$ cat src/mmgn_pkg.sv
package mmgn_pkg;

  localparam int MAX_PIXELS  = 4096;
  localparam int SAMPLE_BITS = 16;
  localparam int ADDR_W      = $clog2(MAX_PIXELS);
  localparam int CNT_W       = $clog2(MAX_PIXELS + 1);
  localparam int SPAN_W      = SAMPLE_BITS + 1;
  localparam int GREY_W      = 8;
  localparam int PROD_W      = SPAN_W + GREY_W;
  localparam int STEP_W      = $clog2(GREY_W);

  localparam logic OP_LOAD = 1'b0;
  localparam logic OP_EMIT = 1'b1;

  typedef struct packed {
    logic              start;
    logic [SPAN_W-1:0] off;
    logic [SPAN_W-1:0] span;
  } div_req_t;

  typedef struct packed {
    logic              done;
    logic [GREY_W-1:0] grey;
  } div_rsp_t;

endpackage

$ cat src/mmgn_div.sv
module mmgn_div (
  input  logic               clk_i,
  input  logic               rst_ni,
  input  mmgn_pkg::div_req_t req_i,
  output mmgn_pkg::div_rsp_t rsp_o
);

  logic                          busy_q, busy_d;
  logic                          done_q, done_d;
  logic [mmgn_pkg::STEP_W-1:0]   cnt_q, cnt_d;
  logic [mmgn_pkg::PROD_W-1:0]   rem_q, rem_d;
  logic [mmgn_pkg::PROD_W-1:0]   dvs_q, dvs_d;
  logic [mmgn_pkg::GREY_W-1:0]   quo_q, quo_d;
  logic                          flat_q, flat_d;
  logic [mmgn_pkg::PROD_W-1:0]   off_ext;
  logic                          ge;

  assign off_ext = mmgn_pkg::PROD_W'(req_i.off);
  assign ge      = rem_q >= dvs_q;

  always_comb begin
    busy_d = busy_q;
    done_d = 1'b0;
    cnt_d  = cnt_q;
    rem_d  = rem_q;
    dvs_d  = dvs_q;
    quo_d  = quo_q;
    flat_d = flat_q;
    if (req_i.start) begin
      // off * 255 as a shift and subtract
      rem_d  = (off_ext << mmgn_pkg::GREY_W) - off_ext;
      dvs_d  = mmgn_pkg::PROD_W'(req_i.span) << (mmgn_pkg::GREY_W - 1);
      quo_d  = '0;
      flat_d = (req_i.span == '0);
      cnt_d  = mmgn_pkg::STEP_W'(mmgn_pkg::GREY_W - 1);
      busy_d = 1'b1;
    end else if (busy_q) begin
      if (ge) begin
        rem_d = rem_q - dvs_q;
      end
      quo_d = {quo_q[mmgn_pkg::GREY_W-2:0], ge};
      dvs_d = dvs_q >> 1;
      if (cnt_q == '0) begin
        busy_d = 1'b0;
        done_d = 1'b1;
      end else begin
        cnt_d = cnt_q - 1'b1;
      end
    end
  end

  always_ff @(posedge clk_i or negedge rst_ni) begin
    if (!rst_ni) begin
      busy_q <= 1'b0;
      done_q <= 1'b0;
      cnt_q  <= '0;
    end else begin
      busy_q <= busy_d;
      done_q <= done_d;
      cnt_q  <= cnt_d;
    end
  end

  always_ff @(posedge clk_i) begin
    rem_q  <= rem_d;
    dvs_q  <= dvs_d;
    quo_q  <= quo_d;
    flat_q <= flat_d;
  end

  assign rsp_o.done = done_q;
  assign rsp_o.grey = flat_q ? '0 : quo_q;

endmodule

$ cat config.mk
export PLATFORM = sky130hd
export DESIGN_NAME = mmgn_div
export DESIGN_NICKNAME = d
export VERILOG_FILES = /design/src/mmgn_pkg.sv /design/src/mmgn_div.sv
export SDC_FILE = /design/constraint.sdc
export NUM_CORES = 1
export LEC_CHECK = 0
export BUFFER_PORTS_ARGS = -buffer_cell sky130_fd_sc_hd__buf_2
export CAP_MARGIN = 10
export CORE_MARGIN = 1.5
export CORE_UTILIZATION = 35
export CTS_CLUSTER_SIZE = 12
export DETAILED_ROUTE_END_ITERATION = 7
export HOLD_SLACK_MARGIN = 0.1
export PLACE_DENSITY = 0.63
export SLEW_MARGIN = 5
export SYNTH_ARGS = -nofsm -noshare
export SYNTH_HDL_FRONTEND = slang
export SYNTH_SLANG_ARGS = --single-unit
$ cat constraint.sdc
create_clock -name clk_i -period 4.5 [get_ports clk_i]
set_input_delay 0.9 -clock clk_i [delete_from_list [all_inputs] [get_ports clk_i]]
set_output_delay 0.9 -clock clk_i [all_outputs]
set_load 0.005 [all_outputs]
After elaboration in Yosys (flattened, before gate mapping)
Cells that the tools add are included.

cells by class
  eq/ne operators = 1
  muxes and demuxes = 15
  add/subtract/negate cells = 3
  $lt $le $gt $ge = 1
  reduce and logical (&&, ||, !) cells = 6

operators with widths
  kind                 number
  $mux 25              3
  $mux 24              2
  $ge 25x24->1         1
  $sub 25x17->25       1
  $sub 25x24->25       1
  $logic_not 17->1     1
  $mux 3               3
  $mux 8               1
  $mux 1               6
  $reduce_and 2->1     2
  $reduce_bool 2->1    2
  $logic_not 3->1      1
  $sub 3x1->3 const B  1
  $ne 2x2->1 const B   1

storage, ports and cells
  output and inout bits = 9
  register bits = 63
  word-level logic and storage cells = 34

Logic depth before layout (Yosys ltp)
  depth after elaboration = 4
  gate-level depth with buffers = 11

Least setup slack after synthesis
OpenSTA, ideal clock, no wires.

  path type = flip-flop to flip-flop
  from = reg rem_q[6] in the netlist's numbering
  to = reg rem_q[0] in the netlist's numbering (enable)
  period minus slack after synthesis = 3491 ps
  stages on the path, launching flop included = 10
  library setup time = 412 ps
  slack = 1009 ps
  path buffers = 0
  arrival = 3078 ps
  path through = edfxtp_1 -> ha_1 -> nand4_1 -> nor3_1 -> a21oi_1 -> a31oi_1 -> o22ai_1 -> o21ai_1 -> a211oi_1 -> o21bai_1

on the way
  longest elaborated chain between the ends = 3

RTL lines
  item                         RTL line        RTL
  start, declared              mmgn_div.sv:11  logic [mmgn_pkg::PROD_W-1:0] rem_q, rem_d;
  start signal, assigned       mmgn_div.sv:65  rem_q <= rem_d;
  $ge 25x24->1                 mmgn_div.sv:19  assign ge = rem_q >= dvs_q;
  $reduce_bool 2->1 (no line)  -
  $reduce_and 2->1 (no line)   -

Every way passes these cells.
A chain may end at the register's enable or synchronous reset.

Final worst setup path
  from = reg dvs_q[7] in the netlist's numbering
  to = reg rem_q[24] in the netlist's numbering (enable)

on the way
  longest elaborated chain between the ends = 3

RTL lines
  item                         RTL line        RTL
  start, declared              mmgn_div.sv:12  logic [mmgn_pkg::PROD_W-1:0] dvs_q, dvs_d;
  start signal, assigned       mmgn_div.sv:66  dvs_q <= dvs_d;
  $ge 25x24->1                 mmgn_div.sv:19
  $reduce_bool 2->1 (no line)  -
  $reduce_and 2->1 (no line)   -

Every way passes these cells.

==> results.toml <==
[yosys]
async_flop_share = 0.07937
mappedNetlistArea_sq_um = 4629
synth-edff-count = 43
synth.yosys.seq_area_share = 0.3708
top_reg_cell_synth = "sky130_fd_sc_hd__edfxtp_1"
synth.net_count = 592
yosysWarnings = 0
main_combinational_cell_family_by_area_after_synthesis = "compound AO/OA/AOI/OAI gates"
synth_adder_area_share = 0.1016
synthXorXnorAreaFrac = 0.07378
synth-compound-area-share = 0.1935
synth_simple_gate_area_frac = 0.1646
synth.lib_cells_used.distinct = 56
synth.avg_cell_area_sq_um = 8.937
syn-instance-count = 518
synth.mux.area_fraction = 0.04108
synth.ff_latch_count = 63

[setup_path]
critical_path.endpoint_type = "register"
crit_fanout = 25
r2r_worst_path_depth = 11
worstSetupStartpointType = "register"
r2r_start = "dvs_q[7]"
criticalPathCategory = "reg -> reg"
critical_path_arrival_ps = 3260
worst_ep_required_time_ps = 4500
timing.rr.end = "rem_q[24]"
worst_setup_slack_for_register_to_register_paths_ps = 1230

[clock_network]
clock_tree_from_tritoncts = "done"
cts-htree-levels = 3
clock_tree.root_cell = "sky130_fd_sc_hd__clkbuf_16"
clk_pin_slew_ps = 60
postCtsHoldBufs = 0
cts.repair.resized = 0
clkSinkCount = 63
insertion_delay_ps = 330
cts-buffers-inserted = 9
post-cts-setup-buffers = 0
clock_tree.buffer_depth = 2

[grt]
grt_pass1_wl_microns = 18170
first_global_vias = 3741
antenna_found_initial = 0
grt_remaining_overflow = 0
pin_count_of_the_biggest_net_entering_global_routing = 44
grt_usage = 0.1614

[placed_design]
place.gp.congestion = 0.9006
io_buffers = 45
post-dp-hpwl_microns = 8415

[layout]
areaGrowthSynthToFinish_pct = 15.43
final_common_cell = "sky130_fd_sc_hd__nand2_1"
layout.cells.most_common_list = "50 x sky130_fd_sc_hd__nand2_1, 47 x sky130_fd_sc_hd__inv_1, 45 x sky130_fd_sc_hd__buf_2"
drive_gt1_frac = 0.1330
final_net_count = 633
seqCellArea_sq_um = 1717
fill_cells = 1277
antenna_cells_inserted = 0
area_used_by_multi_input_combinational_logic_sq_um = 2664

[sta]
report.final.slew_viol_count = 0
unrepaired_setup_endpoints_after_global_routing = "false"
finalHoldViolations = 0
post-route-period-util = 0.7263
totalNegativeSetupSlack_ps = 0
skew_ps = 7.909
fmax_ghz = 0.3060
final_period_minus_worst_setup_slack_ps = 3268
relSlewSlack = 0.4068
worst_slew_pin_slew_ps = 889.8
setup_violating_endpoint_count_in_the_final_report = 0

[detailed_routing]
detail_route.drc_violations = 0
detail_route.iter0.violations = 261
routed_via_density = 5.238
sum_of_routed_wire_length_over_all_layers_microns = 10960
route.vias.total = 3855
drt_pre_antenna_iters = 5
antenna_left = 0
wl_per_cell_microns = 14.89

[floorplanning]
die_y_microns = 118.0
floorplan.die_area_sq_um = 13930
core_area_sq_um = 12770
fp.dieW_microns = 118.0
ios = 46
floorplan.initialDensity = 0.3624
placementRows = 41

[hold_path]
timing.hold.worst.class = "in -> async"

[flow_run]
cap_violations = 0

[run_status]
outcome = "completed"

[pwr]
power.density_nw_per_um2 = 568.2
max-vdd-ir-drop_v = 0.0002601
total_power_mw = 3.036
p_leak_nw = 2.384
-- cells by family (layout without fill, tap and decap cells) --
group / Yosys count / in the layout
flops: 63 / 63
buf+inv: 66 / 112
compound gates: 137 / 137
fa+ha+maj: 37 / 37
simple gates: 157 / 157
xor+xnor: 39 / 39
mux: 19 / 19
-- through the flow --
step                setup WS (ps)  instances    util  cell area, sq um  hold WS [ps]
floorplan                    1009        518       -              4629         442.3
global placement             1134        720  0.3936              5027         458.1
detailed placement           1107        720  0.3936              5027         476.3
CTS                          1224        736  0.4184              5344         362.6
global route                880.1        736  0.4184              5344         360.7
finish                       1232        736  0.4184              5344         369.0
-- critical path, cell delays in order (launching register included) --
cell,delay [ps]
sky130_fd_sc_hd__edfxtp_1,390
sky130_fd_sc_hd__inv_1,60
sky130_fd_sc_hd__ha_1,380
sky130_fd_sc_hd__nand4_1,190
sky130_fd_sc_hd__nor3_1,210
sky130_fd_sc_hd__a21oi_1,80
sky130_fd_sc_hd__a31oi_1,210
sky130_fd_sc_hd__o22ai_1,150
sky130_fd_sc_hd__o21ai_1,470
sky130_fd_sc_hd__a211oi_1,270
sky130_fd_sc_hd__o21bai_2,160
sky130_fd_sc_hd__buf_4,360
-- state kept, by name, indices dropped and copies added, names as in the netlist --
signal  flops
busy_q      1
flat_q      1
quo_q       8
cnt_q       3
done_q      1
dvs_q      24
rem_q      25
-- where the power goes --
| part | total [mW] | internal (mW) | switching (mW) | leakage, nW |
|---|---|---|---|---|
| Sequential | 0.878 | 0.820 | 0.0582 | 0.634 |
| Combinational | 1.44 | 0.593 | 0.843 | 1.59 |
| Clock | 0.722 | 0.447 | 0.275 | 0.158 |
-- Yosys cell counts, drive strengths merged, types with 2 or more instances --
library cell,number,area share
o22ai,2,0.0027
and3,3,0.0041
nand3,10,0.011
a211oi,6,0.0097
a21boi,2,0.0032
a21o,13,0.021
o21ai,34,0.037
a31oi,5,0.0068
a22o,5,0.0095
and2,3,0.0041
nand4,6,0.0081
a21oi,32,0.035
nor3,9,0.012
nor2,42,0.034
xor2,13,0.025
nand2b,8,0.011
edfxtp,43,0.28
ha,36,0.097
inv,47,0.038
a221o,2,0.0043
o21a,4,0.0065
o21bai,3,0.0049
or3,3,0.0051
buf,3,0.0035
nor4,7,0.011
nor2b,12,0.016
mux2i,19,0.041
nand2,50,0.041
o31ai,15,0.025
dfxtp,15,0.065
clkbuf,16,0.013
dfrtp,5,0.027
xnor2,26,0.049
a211o,4,0.0076
-- worst max-delay path by stage --
stage | from | endpoint | cells past startpoint | slack, ps
after global routing | dvs_q[7] | rem_q[23] | 11 | 880
after global placement | req_i[26] | rem_q[19] | 11 | 1130
final | dvs_q[7] | rem_q[24] | 11 | 1230
after detailed placement | req_i[26] | rem_q[19] | 11 | 1110
after floorplan | rem_q[6] | rem_q[0] | 9 | 1010
after CTS | dvs_q[7] | rem_q[24] | 11 | 1220
-- per-layer routing --
layer,GRT usage,vias up,routed length [microns]
met3,0.03391,6,527
met5,0,-,0
li1,-,1949,-
met1,0.2278,1795,5503
met2,0.2485,105,4852
met4,0.04649,0,77
-- layout make-up --
cell class	count	share of cell area
Multi-Input combinational cell	389	0.4985
Clock inverter	5	0.007727
Tap cell	172	0.04027
Clock buffer	11	0.05151
Sequential cell	63	0.3212
Timing Repair Buffer	49	0.04776
Inverter	47	0.03301
No activity file was read; power rests on OpenSTA's default activity.
